[config.mk]
export PLATFORM = sky130hd
export DESIGN_NAME = linear_interp_resampler_top
export DESIGN_NICKNAME = d
export VERILOG_FILES = /design/src/hw/rtl/lirs_pkg.sv /design/src/hw/rtl/lirs_fifo.sv /design/src/hw/rtl/lirs_seq.sv /design/src/hw/rtl/lirs_dp.sv /design/src/hw/rtl/linear_interp_resampler_top.sv
export SDC_FILE = /design/constraint.sdc
export NUM_CORES = 2
export LEC_CHECK = 0
export BUFFER_PORTS_ARGS = -buffer_cell sky130_fd_sc_hd__buf_2
export CAP_MARGIN = 20
export CORE_ASPECT_RATIO = 0.5
export CORE_MARGIN = 2
export CORE_UTILIZATION = 60
export CTS_CLUSTER_SIZE = 30
export DETAILED_ROUTE_END_ITERATION = 10
export PLACE_DENSITY = 0.85
export RECOVER_POWER = 50
export SLEW_MARGIN = 10
export SYNTH_ARGS = -nofsm -noshare
export SYNTH_HDL_FRONTEND = slang
export SYNTH_SLANG_ARGS = --single-unit
export TNS_END_PERCENT = 50
[constraint.sdc]
create_clock -name clock -period 10 [get_ports clock]
set_input_delay 1 -clock clock [delete_from_list [all_inputs] [get_ports clock]]
set_output_delay 1 -clock clock [all_outputs]
set_load 0.02 [all_outputs]
[src/hw/rtl/lirs_pkg.sv]
`timescale 1ns / 1ps
// ----------------------------------------------------------------------------
// lirs_pkg
// Shared types and constants for the linear interpolation resampler: rates,
// datapath widths, the constant divider reciprocal and the word structs.
// ----------------------------------------------------------------------------
package lirs_pkg;

   // Sample rates in frames per second
   localparam int IN_RATE  = 32000;
   localparam int OUT_RATE = 48000;

   // Output frames kept per input word; further positions only advance phase
   localparam int MAX_OUT = 2;
   localparam int CNT_W   = $clog2(MAX_OUT + 1);

   // Widths
   localparam int SAMPLE_W = 16;
   localparam int DIFF_W   = SAMPLE_W + 1;
   localparam int PHASE_W  = 17;                 // stored phase accumulator
   localparam int ACC_W    = PHASE_W + 1;        // working phase, holds phase + IN_RATE
   localparam int POS_W    = $clog2(OUT_RATE);   // a position below OUT_RATE
   localparam int MAG_W    = SAMPLE_W + POS_W;   // |diff| * position

   // Division by OUT_RATE: drop the power-of-two factor with a shift, then
   // multiply by a rounded-up reciprocal of the odd part (exact for Y_W bits)
   localparam int DIV_SHIFT = 7;
   localparam int DIV_ODD   = OUT_RATE >> DIV_SHIFT;
   localparam int Y_W       = MAG_W - DIV_SHIFT;
   localparam int DIV_K     = Y_W + $clog2(DIV_ODD);
   localparam int RECIP_W   = DIV_K - $clog2(DIV_ODD) + 1;
   localparam logic [RECIP_W-1:0] DIV_RECIP = RECIP_W'(
      ((64'd1 << DIV_K) + 64'(DIV_ODD) - 64'd1) / 64'(DIV_ODD));
   localparam int QF_W = Y_W + RECIP_W;

   // Input word
   typedef struct packed {
      logic signed [SAMPLE_W-1:0] in_left;
      logic signed [SAMPLE_W-1:0] in_right;
   } req_type;

   // Result word
   typedef struct packed {
      logic signed [SAMPLE_W-1:0] out_left;
      logic signed [SAMPLE_W-1:0] out_right;
      logic                       run_last;
   } rsp_type;

   // One interpolation job from the sequencer to the datapath
   typedef struct packed {
      logic [SAMPLE_W-1:0] prev_left;
      logic [SAMPLE_W-1:0] prev_right;
      logic [SAMPLE_W-1:0] cur_left;
      logic [SAMPLE_W-1:0] cur_right;
      logic [POS_W-1:0]    position;
      logic                last;
   } job_type;

endpackage

[src/hw/rtl/lirs_fifo.sv]
`timescale 1ns / 1ps
// ----------------------------------------------------------------------------
// lirs_fifo
// Two-entry input queue. Takes request words and holds them until the
// sequencer has finished with the word ahead.
// ----------------------------------------------------------------------------
module lirs_fifo (
   input  logic             clock,
   input  logic             reset,
   input  logic             req_valid,
   output logic             req_ready,
   input  lirs_pkg::req_type req_data,
   output logic             q_valid,
   output lirs_pkg::req_type q_data,
   input  logic             q_pop
);

   lirs_pkg::req_type entry_ff [2];
   logic              wr_ptr_ff;
   logic              rd_ptr_ff;
   logic [1:0]        count_ff;
   logic              push;

   assign req_ready = (count_ff != 2'd2);
   assign push      = req_valid && req_ready;
   assign q_valid   = (count_ff != 2'd0);
   assign q_data    = entry_ff[rd_ptr_ff];

   // Store incoming words
   always_ff @(posedge clock) begin
      if (push) begin
         entry_ff[wr_ptr_ff] <= req_data;
      end
   end

   // Advance pointers and fill count
   always_ff @(posedge clock) begin
      if (reset) begin
         wr_ptr_ff <= 1'b0;
         rd_ptr_ff <= 1'b0;
         count_ff  <= 2'd0;
      end else begin
         if (push) begin
            wr_ptr_ff <= ~wr_ptr_ff;
         end
         if (q_pop) begin
            rd_ptr_ff <= ~rd_ptr_ff;
         end
         count_ff <= count_ff + {1'b0, push} - {1'b0, q_pop};
      end
   end

   // Pop only a word that is there
   assert property (@(posedge clock) disable iff (reset) q_pop |-> q_valid)
      else $error("lirs_fifo: pop from empty queue");

endmodule

[src/hw/rtl/lirs_seq.sv]
`timescale 1ns / 1ps
// ----------------------------------------------------------------------------
// lirs_seq
// Phase sequencer. Walks the output positions in the current input frame, one
// per cycle while jobs are taken, issues interpolation jobs, retires the word.
// ----------------------------------------------------------------------------
module lirs_seq (
   input  logic              clock,
   input  logic              reset,
   input  logic              q_valid,
   input  lirs_pkg::req_type q_data,
   output logic              q_pop,
   output logic              job_valid,
   input  logic              job_ready,
   output lirs_pkg::job_type job
);

   logic [lirs_pkg::PHASE_W-1:0]  phase_ff, phase_in;
   logic [lirs_pkg::SAMPLE_W-1:0] prev_left_ff, prev_left_in;
   logic [lirs_pkg::SAMPLE_W-1:0] prev_right_ff, prev_right_in;
   logic [lirs_pkg::CNT_W-1:0]    cnt_ff, cnt_in;

   logic [lirs_pkg::ACC_W-1:0] phase_cur;
   logic [lirs_pkg::ACC_W-1:0] phase_next;
   logic [lirs_pkg::ACC_W-1:0] phase_end;
   logic                       in_range;
   logic                       ends;
   logic                       emit;
   logic                       step;

   // Classify the current position
   always_comb begin
      phase_cur  = {1'b0, phase_ff};
      in_range   = phase_cur < lirs_pkg::ACC_W'(lirs_pkg::OUT_RATE);
      phase_next = phase_cur + lirs_pkg::ACC_W'(lirs_pkg::IN_RATE);
      ends       = !in_range || (phase_next >= lirs_pkg::ACC_W'(lirs_pkg::OUT_RATE));
      phase_end  = (in_range ? phase_next : phase_cur) - lirs_pkg::ACC_W'(lirs_pkg::OUT_RATE);
      emit       = in_range && (cnt_ff < lirs_pkg::CNT_W'(lirs_pkg::MAX_OUT));
      job_valid  = q_valid && emit;
      step       = q_valid && (!emit || job_ready);
      q_pop      = step && ends;
   end

   // Build the job
   always_comb begin
      job.prev_left  = prev_left_ff;
      job.prev_right = prev_right_ff;
      job.cur_left   = q_data.in_left;
      job.cur_right  = q_data.in_right;
      job.position   = phase_ff[lirs_pkg::POS_W-1:0];
      job.last       = ends || (cnt_ff == lirs_pkg::CNT_W'(lirs_pkg::MAX_OUT - 1));
   end

   // Next state: advance within the frame, or retire the word
   always_comb begin
      phase_in      = phase_ff;
      prev_left_in  = prev_left_ff;
      prev_right_in = prev_right_ff;
      cnt_in        = cnt_ff;
      if (step) begin
         if (ends) begin
            phase_in      = phase_end[lirs_pkg::PHASE_W-1:0];
            prev_left_in  = q_data.in_left;
            prev_right_in = q_data.in_right;
            cnt_in        = '0;
         end else begin
            phase_in = phase_next[lirs_pkg::PHASE_W-1:0];
            if (emit) begin
               cnt_in = cnt_ff + lirs_pkg::CNT_W'(1);
            end
         end
      end
   end

   always_ff @(posedge clock) begin
      if (reset) begin
         phase_ff      <= '0;
         prev_left_ff  <= '0;
         prev_right_ff <= '0;
         cnt_ff        <= '0;
      end else begin
         phase_ff      <= phase_in;
         prev_left_ff  <= prev_left_in;
         prev_right_ff <= prev_right_in;
         cnt_ff        <= cnt_in;
      end
   end

   // Emitted count never passes the limit
   assert property (@(posedge clock) disable iff (reset)
      cnt_ff <= lirs_pkg::CNT_W'(lirs_pkg::MAX_OUT))
      else $error("lirs_seq: output count out of range");

   // Retiring a word restarts the count and leaves a phase below one input step
   assert property (@(posedge clock) disable iff (reset)
      q_pop |=> (cnt_ff == '0) && (phase_ff < lirs_pkg::PHASE_W'(lirs_pkg::IN_RATE)))
      else $error("lirs_seq: bad state after retiring a word");

   // A job only issues for a position inside the frame
   assert property (@(posedge clock) disable iff (reset)
      job_valid |-> (phase_ff < lirs_pkg::PHASE_W'(lirs_pkg::OUT_RATE)))
      else $error("lirs_seq: job issued outside the frame");

endmodule

[src/hw/rtl/lirs_dp.sv]
`timescale 1ns / 1ps
// ----------------------------------------------------------------------------
// lirs_dp
// Interpolation pipeline, three stages: magnitude product, division by the
// output rate through a reciprocal multiply, then sign and add to the
// previous sample. The last stage is the result register.
// ----------------------------------------------------------------------------
module lirs_dp (
   input  logic              clock,
   input  logic              reset,
   input  logic              job_valid,
   output logic              job_ready,
   input  lirs_pkg::job_type job,
   output logic              rsp_valid,
   input  logic              rsp_ready,
   output lirs_pkg::rsp_type rsp_data
);

   // Stage valids
   logic s1_valid_ff, s2_valid_ff, s3_valid_ff;
   logic s1_ready, s2_ready, s3_ready;

   // Stage 1 payload
   logic [lirs_pkg::MAG_W-1:0]    s1_mag_l_ff, s1_mag_r_ff;
   logic                          s1_neg_l_ff, s1_neg_r_ff;
   logic [lirs_pkg::SAMPLE_W-1:0] s1_prev_l_ff, s1_prev_r_ff;
   logic                          s1_last_ff;

   // Stage 2 payload
   logic [lirs_pkg::SAMPLE_W-1:0] s2_q_l_ff, s2_q_r_ff;
   logic                          s2_neg_l_ff, s2_neg_r_ff;
   logic [lirs_pkg::SAMPLE_W-1:0] s2_prev_l_ff, s2_prev_r_ff;
   logic                          s2_last_ff;

   // Stage 3 payload
   lirs_pkg::rsp_type s3_data_ff;

   // Combinational values
   logic [lirs_pkg::DIFF_W-1:0]   diff_l, diff_r;
   logic [lirs_pkg::DIFF_W-1:0]   absd_l, absd_r;
   logic [lirs_pkg::MAG_W-1:0]    mag_l, mag_r;
   logic [lirs_pkg::QF_W-1:0]     qf_l, qf_r;
   logic [lirs_pkg::SAMPLE_W-1:0] res_l, res_r;

   // Stall chain from the result side
   assign s3_ready  = !s3_valid_ff || rsp_ready;
   assign s2_ready  = !s2_valid_ff || s3_ready;
   assign s1_ready  = !s1_valid_ff || s2_ready;
   assign job_ready = s1_ready;

   // Stage 1: |cur - prev| * position
   always_comb begin
      diff_l = {job.cur_left[lirs_pkg::SAMPLE_W-1], job.cur_left}
             - {job.prev_left[lirs_pkg::SAMPLE_W-1], job.prev_left};
      diff_r = {job.cur_right[lirs_pkg::SAMPLE_W-1], job.cur_right}
             - {job.prev_right[lirs_pkg::SAMPLE_W-1], job.prev_right};
      absd_l = diff_l[lirs_pkg::DIFF_W-1] ? (~diff_l + lirs_pkg::DIFF_W'(1)) : diff_l;
      absd_r = diff_r[lirs_pkg::DIFF_W-1] ? (~diff_r + lirs_pkg::DIFF_W'(1)) : diff_r;
      mag_l  = lirs_pkg::MAG_W'(absd_l[lirs_pkg::SAMPLE_W-1:0])
             * lirs_pkg::MAG_W'(job.position);
      mag_r  = lirs_pkg::MAG_W'(absd_r[lirs_pkg::SAMPLE_W-1:0])
             * lirs_pkg::MAG_W'(job.position);
   end

   always_ff @(posedge clock) begin
      if (job_valid && s1_ready) begin
         s1_mag_l_ff  <= mag_l;
         s1_mag_r_ff  <= mag_r;
         s1_neg_l_ff  <= diff_l[lirs_pkg::DIFF_W-1];
         s1_neg_r_ff  <= diff_r[lirs_pkg::DIFF_W-1];
         s1_prev_l_ff <= job.prev_left;
         s1_prev_r_ff <= job.prev_right;
         s1_last_ff   <= job.last;
      end
   end

   // Stage 2: floor(mag / OUT_RATE) by shift and reciprocal multiply
   always_comb begin
      qf_l = lirs_pkg::QF_W'(s1_mag_l_ff[lirs_pkg::MAG_W-1:lirs_pkg::DIV_SHIFT])
           * lirs_pkg::QF_W'(lirs_pkg::DIV_RECIP);
      qf_r = lirs_pkg::QF_W'(s1_mag_r_ff[lirs_pkg::MAG_W-1:lirs_pkg::DIV_SHIFT])
           * lirs_pkg::QF_W'(lirs_pkg::DIV_RECIP);
   end

   always_ff @(posedge clock) begin
      if (s1_valid_ff && s2_ready) begin
         s2_q_l_ff    <= qf_l[lirs_pkg::DIV_K +: lirs_pkg::SAMPLE_W];
         s2_q_r_ff    <= qf_r[lirs_pkg::DIV_K +: lirs_pkg::SAMPLE_W];
         s2_neg_l_ff  <= s1_neg_l_ff;
         s2_neg_r_ff  <= s1_neg_r_ff;
         s2_prev_l_ff <= s1_prev_l_ff;
         s2_prev_r_ff <= s1_prev_r_ff;
         s2_last_ff   <= s1_last_ff;
      end
   end

   // Stage 3: apply sign toward zero and add to the previous sample
   always_comb begin
      res_l = s2_neg_l_ff ? (s2_prev_l_ff - s2_q_l_ff) : (s2_prev_l_ff + s2_q_l_ff);
      res_r = s2_neg_r_ff ? (s2_prev_r_ff - s2_q_r_ff) : (s2_prev_r_ff + s2_q_r_ff);
   end

   always_ff @(posedge clock) begin
      if (s2_valid_ff && s3_ready) begin
         s3_data_ff.out_left  <= res_l;
         s3_data_ff.out_right <= res_r;
         s3_data_ff.run_last  <= s2_last_ff;
      end
   end

   // Advance stage valids
   always_ff @(posedge clock) begin
      if (reset) begin
         s1_valid_ff <= 1'b0;
         s2_valid_ff <= 1'b0;
         s3_valid_ff <= 1'b0;
      end else begin
         if (s1_ready) begin
            s1_valid_ff <= job_valid;
         end
         if (s2_ready) begin
            s2_valid_ff <= s1_valid_ff;
         end
         if (s3_ready) begin
            s3_valid_ff <= s2_valid_ff;
         end
      end
   end

   assign rsp_valid = s3_valid_ff;
   assign rsp_data  = s3_data_ff;

   // A stalled result stage must not lose a word coming up behind it
   assert property (@(posedge clock) disable iff (reset)
      (s3_valid_ff && !rsp_ready && s2_valid_ff) |=> s2_valid_ff)
      else $error("lirs_dp: word dropped behind a stalled result");

endmodule

[src/hw/rtl/linear_interp_resampler_top.sv]
`timescale 1ns / 1ps
// ----------------------------------------------------------------------------
// linear_interp_resampler_top
// Linear interpolation sample rate converter for signed 16-bit stereo.
// ----------------------------------------------------------------------------
// Each input word is one stereo frame at IN_RATE; for every output position
// between the previous frame and this one the block returns one interpolated
// frame (at most two per input word, run_last set on the final one). The
// sequencer steps one output position per cycle while the pipeline takes
// its jobs, and an input word yields one or two frames at 32 kHz to 48 kHz.
// Results pass through a product, reciprocal-divide and add pipeline whose
// last stage is the result register. A two-word queue sits in front, so
// req_ready does not depend on rsp_ready. Reset clears the phase and the
// previous frame to zero.
// ----------------------------------------------------------------------------
module linear_interp_resampler_top (
   input  logic              clock,
   input  logic              reset,
   input  logic              req_valid,
   output logic              req_ready,
   input  lirs_pkg::req_type req_data,
   output logic              rsp_valid,
   input  logic              rsp_ready,
   output lirs_pkg::rsp_type rsp_data
);

   logic              q_valid;
   lirs_pkg::req_type q_data;
   logic              q_pop;
   logic              job_valid;
   logic              job_ready;
   lirs_pkg::job_type job;

   // Front: input queue
   lirs_fifo u_fifo (
      .clock     (clock),
      .reset     (reset),
      .req_valid (req_valid),
      .req_ready (req_ready),
      .req_data  (req_data),
      .q_valid   (q_valid),
      .q_data    (q_data),
      .q_pop     (q_pop)
   );

   // Back: phase sequencer
   lirs_seq u_seq (
      .clock     (clock),
      .reset     (reset),
      .q_valid   (q_valid),
      .q_data    (q_data),
      .q_pop     (q_pop),
      .job_valid (job_valid),
      .job_ready (job_ready),
      .job       (job)
   );

   // Back: interpolation pipeline
   lirs_dp u_dp (
      .clock     (clock),
      .reset     (reset),
      .job_valid (job_valid),
      .job_ready (job_ready),
      .job       (job),
      .rsp_valid (rsp_valid),
      .rsp_ready (rsp_ready),
      .rsp_data  (rsp_data)
   );

endmodule
; Word level (Yosys, flattened, before mapping)
; Memories as Yosys holds them, arrays and structs flattened. A register that Yosys moved wholly into a read port is not among the register bits.
; Cells that the tools add are included.
[totals]
n_memories = 1
elab_cells = 89
input_bits = 36
out_inout_bits = 35
ram_bits = 64
reg_bits = 257
[mem_list]
columns = name, words, word_bits, rd, rd_ports_with_merged_regs, write_ports, line_no
row1 = u_fifo.entry_ff, 2, 32, 1, 1, 1, lirs_fifo.sv:18  ; lirs_pkg::req_type entry_ff [2];
[classes]
order_cmp = 3
mul = 4
n_addsub = 13
muxes = 12
n_eq_ne = 2
bitwise = 4
n_reduce_logical = 23
[op_table]
columns = op, n
row1 = "multiplier 25 x 26 -> 50 bit, second input constant", 2
row2 = multiplier 16 x 16 -> 32 bit, 2
row3 = two-way mux 16 bit, 4
row4 = two-way mux 17 bit, 2
row5 = subtractor 16 x 16 -> 17 bit, 2
row6 = "adder 16 x 1 -> 16 bit, second input constant", 2
row7 = adder 16 bit, 2
row8 = inverter 16 bit, 2
row9 = subtractor 16 bit, 2
row10 = "adder 17 x 15 -> 18 bit, second input constant", 1
row11 = "greater-or-equal comparator 18 x 16 -> 1 bit, second input constant", 1
row12 = "less-than comparator 17 x 16 -> 1 bit, second input constant", 1
row13 = "subtractor 17 x 16 -> 17 bit, second input constant", 1
row14 = logical AND 1 bit, 8
row15 = logical OR 1 bit, 6
row16 = zero test 1 bit, 5
row17 = two-way mux 1 bit, 4
row18 = two-way mux 2 bit, 2
row19 = AND reduction 2 bit, 2
row20 = nonzero test 2 bit, 2
row21 = adder 2 x 1 -> 2 bit, 1
row22 = "adder 2 x 1 -> 2 bit, second input constant", 1
row23 = "== test 2 x 1 -> 1 bit, second input constant", 1
row24 = "less-than comparator 2 bit, second input constant", 1
row25 = 3 further kinds, 4

; Depth between registers and ports, before layout
[logic_depth]
word_depth = 9
ltp_mapped = 40
mapped_depth_nobuf = 37

; Cells and area by module
; Synthesis repeated with hierarchy kept, for this count alone.
[unflattened]
hier_cells = 5265
hier_area_um2 = 53003.3
[by_module_without_submodules]
columns = module, area_per_inst_um2, seq_area_each_um2, n_inst, cells_per_inst
row1 = lirs_dp, 47645.7, 5615.4, 1, 4761
row2 = lirs_seq, 2801.4, 880.8, 1, 375
row3 = lirs_fifo, 2556.2, 2021.9, 1, 129

; Least setup slack after synthesis
; No wires, ideal clock.
[synth_timing]
kind = reg2reg
start = register (tool-made name)
end = register u_dp.s1_mag_r_ff[31] (netlist name), data pin
path_stages_with_launch = 38
period_less_slack_ns = 8.848
arrival_time_ns = 8.591
slack_ns = 1.152
required_ns = 9.742
setup_ns = 0.258
path_buffers = 3
cell_sequence = dfxtp_1 > clkbuf_1 > clkbuf_1 > mux2i_1 > ha_1 > inv_1 > fa_1 > a21o_1 > a21o_1 > a211oi_2 > o211ai_1 > a31oi_1 > nor2_1 > o21a_1 > buf_2 > nor2_2 > xor2_2 > nand2_1 > (+2 left out) > fa_1 > inv_1 > fa_1 > fa_1 > inv_1 > ha_1 > ha_1 > fa_1 > a21o_1 > a21oi_1 > nor2b_1 > o21ai_0 > a21oi_1 > a41o_1 > o41a_1 > a211oi_1 > a21o_1 > xnor2_1
[synth_lines]
columns = element, line_no
row1 = end signal: assignment, lirs_dp.sv:68  ; s1_mag_r_ff <= mag_r;
row2 = end: declaration, lirs_dp.sv:24  ; logic [lirs_pkg::MAG_W-1:0] s1_mag_l_ff, s1_mag_r_ff;

==> impl_metrics.csv <==
group,metric,value,unit
hold_path,min_to,"u_dp.s2_prev_r_ff[15]$_DFFE_PP_",
layout,diodes,0,
route,dr.pass1.iters,6,
clock_tree,clock_path_buffers,3,
sta,hold_violations,0,
clock_tree,clock_latency,0.60,ns
sta,slew_viol_final,173,
sta,worstMarginPinSlew,3.88,ns
floorplanning,die-area,0.0778,mm2
hold_path,worstHoldStart,"u_dp.s1_prev_r_ff[15]$_DFFE_PP_",
logic_synthesis,synth_edf_count,249,
logic_synthesis,netlist.area_leader.share,0.309,
route,vias,30444,
global_route,grt_pass1_vias,32772,
status,violations,"capacitance limit, slew limit",
placement,port_buffers,70,
route,wirelength,103,mm
floorplanning,std_cell_rows,71,
route,drc,0,
setup_path,r2r_end,"u_dp.s1_mag_l_ff[29]$_DFFE_PP_",
logic_synthesis,ys.flop_type,"edfxtp_1",
sta,fin_crit,9.36,ns
setup_path,r2r_cells,37,
layout,multi_input_area,0.0327,mm2
clock_tree,htree_levels,1,
placement,place_ws,0.310,ns
floorplanning,initial_utilization,0.605,
logic_synthesis,syn_avg_cell_area,10.4,um2
layout,fillerInstances,5526,
layout,seqCellArea,0.00852,mm2
placement,routabilityCongestion,0.962,
logic_synthesis,synth_cell_types,93,
logic_synthesis,ys_warn_count,0,
layout,postLayoutCoreUtil,0.640,
flow_run,cap_violations,4,
sta,fin_ws,0.637,ns
route,wl_per_cell,18.8,um
floorplanning,num_io_pins,71,
logic_synthesis,netlist_area,0.0453,mm2
route,drt.antenna.violating_nets,0,
layout,areaGrowthSynthToFinish,5.79,%
sta,fmax,107,MHz
layout,drive_gt1_frac,0.0497,
setup_path,crit_required,10.35,ns
setup_path,cp_slowest_cell,"fa_1",
global_route,grt_max_degree,68,
logic_synthesis,async_reset_ff_frac,0,
clock_tree,cts_tree,"built",
clock_tree,cts_sinks,301,
setup_path,end_kind,"flip-flop",
setup_path,slowest_delay,0.52,ns
setup_path,cp_max_fo,16,
logic_synthesis,synth_seq_cells,301,
global_route,grt-ovfl-total,0,
global_route,grt_antenna_before_repair,2,
hold_path,hold_depth,0,
global_route,grt_usage,0.275,
clock_tree,tritoncts.num_buffers,31,
sta,fin_setup_tns,0,ns
sta,setup_viol,0,
setup_path,start_kind,"flip-flop",
floorplanning,die_y,198,um
sta,post-route-period-util,0.936,
setup_path,r2r_setup_slack,0.64,ns
logic_synthesis,synth_area_leaders,"fa_1 31%, ha_1 21%, edfxtp_1 17%",
setup_path,critPathArrivalTime,9.71,ns
setup_path,path_class,"reg -> reg",
global_route,grt_pass1_wl,169,mm
logic_synthesis,synth_fp_nets,5832,
floorplanning,coreArea,0.0749,mm2
sta,rsz0062_at_grt,"no",
route,drt_iter0_drc,1998,
sta,slew_headroom,-1.59,
logic_synthesis,syn_inst,4340,
logic_synthesis,synth_seq_area_share,0.188,
route,viasPerCell,5.59,
placement,dp_cells,5390,
logic_synthesis,yosys.area.top_type,"fa_1",
layout,stdcell_count,5448,
layout,final_common_cell,"inv_1",
placement,dp_hpwl,85.7,mm
layout,nets,5893,
sta,clock_skew,0.0121,ns
layout,final_cell_mix,"1010 x inv_1, 758 x ha_1, 698 x fa_1",
clock_tree,path_clk_slew,0.06,ns
status,status,"finished with violations",
hold_path,min_path_type,"reg -> reg",
floorplanning,die_w,393,um
clock_tree,clk_root_buffer_cell,"clkbuf_16",
[state kept, by name, indices dropped and copies added (netlist names), 2 cells and up, named ones only]
register	count
u_dp.rsp_data	33
u_dp.s1_mag_l_ff	25
u_dp.s1_mag_r_ff	25
u_dp.s1_prev_l_ff	16
u_dp.s1_prev_r_ff	16
u_dp.s2_prev_l_ff	16
u_dp.s2_prev_r_ff	16
u_dp.s2_q_l_ff	16
u_dp.s2_q_r_ff	16
u_fifo.count_ff	2
u_fifo.entry_ff	64
u_seq.cnt_ff	2
u_seq.phase_ff	10
u_seq.prev_left_ff	16
u_seq.prev_right_ff	16
[cell families after synthesis]
group                    Yosys count  share of synthesized area
AO/OA/AOI/OAI                    438                     0.0636
XOR/XNOR                         194                     0.0390
adder cells (fa/ha/maj)         1456                      0.518
buffers and inverters           1083                     0.0906
flip-flops                       301                      0.188
multiplexers                      39                    0.00948
AND/OR/NAND/NOR                  829                     0.0911
[worst max-delay path, delay by kind of cell (launching register included)]
kind	cells	cell delay, ns
compound gates	17	3.33
simple gates	1	0.20
fa+ha+maj	10	3.54
mux	1	0.32
flops	1	0.33
xor+xnor	2	0.58
buf+inv	6	0.84
[metrics by stage]
stage,cell area [um2],hold slack (ns)
6_report,47900,0.416
3_3_place_gp,46800,0.402
2_1_floorplan,45300,0.400
5_1_grt,47900,0.420
3_5_place_dp,46800,0.405
4_1_cts,47900,0.415
[layer usage]
metal  vias to the layer above  part of all wire  global-route usage
met2                      1083              0.47               0.453
met3                       202             0.078              0.0516
li1                      14007                 -                   -
met5                         -           0.00013                   0
met1                     15150              0.43               0.377
met4                         2             0.027              0.0698
[timing repair]
item                                    in CTS  in global routing
hold endpoints to repair                     0                  0
resized for setup                            0                  8
hold buffers                                 0                  0
buffers inserted                             0                  0
endpoints found under the setup margin       0                  5
[area by class of cell]
type	instances	area share
Inverter	1014	0.0795
Sequential cell	301	0.178
Multi-Input combinational cell	2956	0.683
Tap cell	1022	0.0267
Clock inverter	25	0.00562
Timing Repair Buffer	97	0.0107
Clock buffer	33	0.0164
[worst max path at each step]
stage | startpoint | endpoint | slack (ns) | depth (start not counted)
finish | flip-flop | u_dp.s1_mag_l_ff[29]$_DFFE_PP_ | 0.64 | 37
global placement | flip-flop | u_dp.s1_mag_r_ff[31]$_DFFE_PP_ | 0.77 | 37
detailed placement | flip-flop | u_dp.s1_mag_r_ff[31]$_DFFE_PP_ | 0.31 | 37
floorplan | flip-flop | u_dp.s1_mag_r_ff[31]$_DFFE_PP_ | 1.15 | 37
global route | flip-flop | u_dp.s1_mag_r_ff[30]$_DFFE_PP_ | 0.08 | 35
CTS | flip-flop | u_dp.s1_mag_r_ff[31]$_DFFE_PP_ | 0.28 | 37
[cell usage after synthesis (10+ instances only)]
cell      count
a211oi_1     15
a21boi_0     12
a21o_1       52
a21oi_1     120
a31oi_1      11
and2_1       98
and3_1       21
clkbuf_1     54
dfxtp_1      52
edfxtp_1    249
fa_1        698
ha_1        758
inv_1      1011
mux2_2       31
nand2_1     200
nand2b_1     43
nand3_1      43
nand4_1      11
nor2_1      215
nor2b_1      70
nor3_1       53
o211ai_1     14
o21a_1       20
o21ai_0      96
o21bai_1     11
o31ai_1      10
or2_2        14
or3_1        15
xnor2_1     136
xor2_1       49
Power is left out: the tool's default activity adds up to more than one toggle a clock period on the data nets, which glitch-free logic cannot reach.
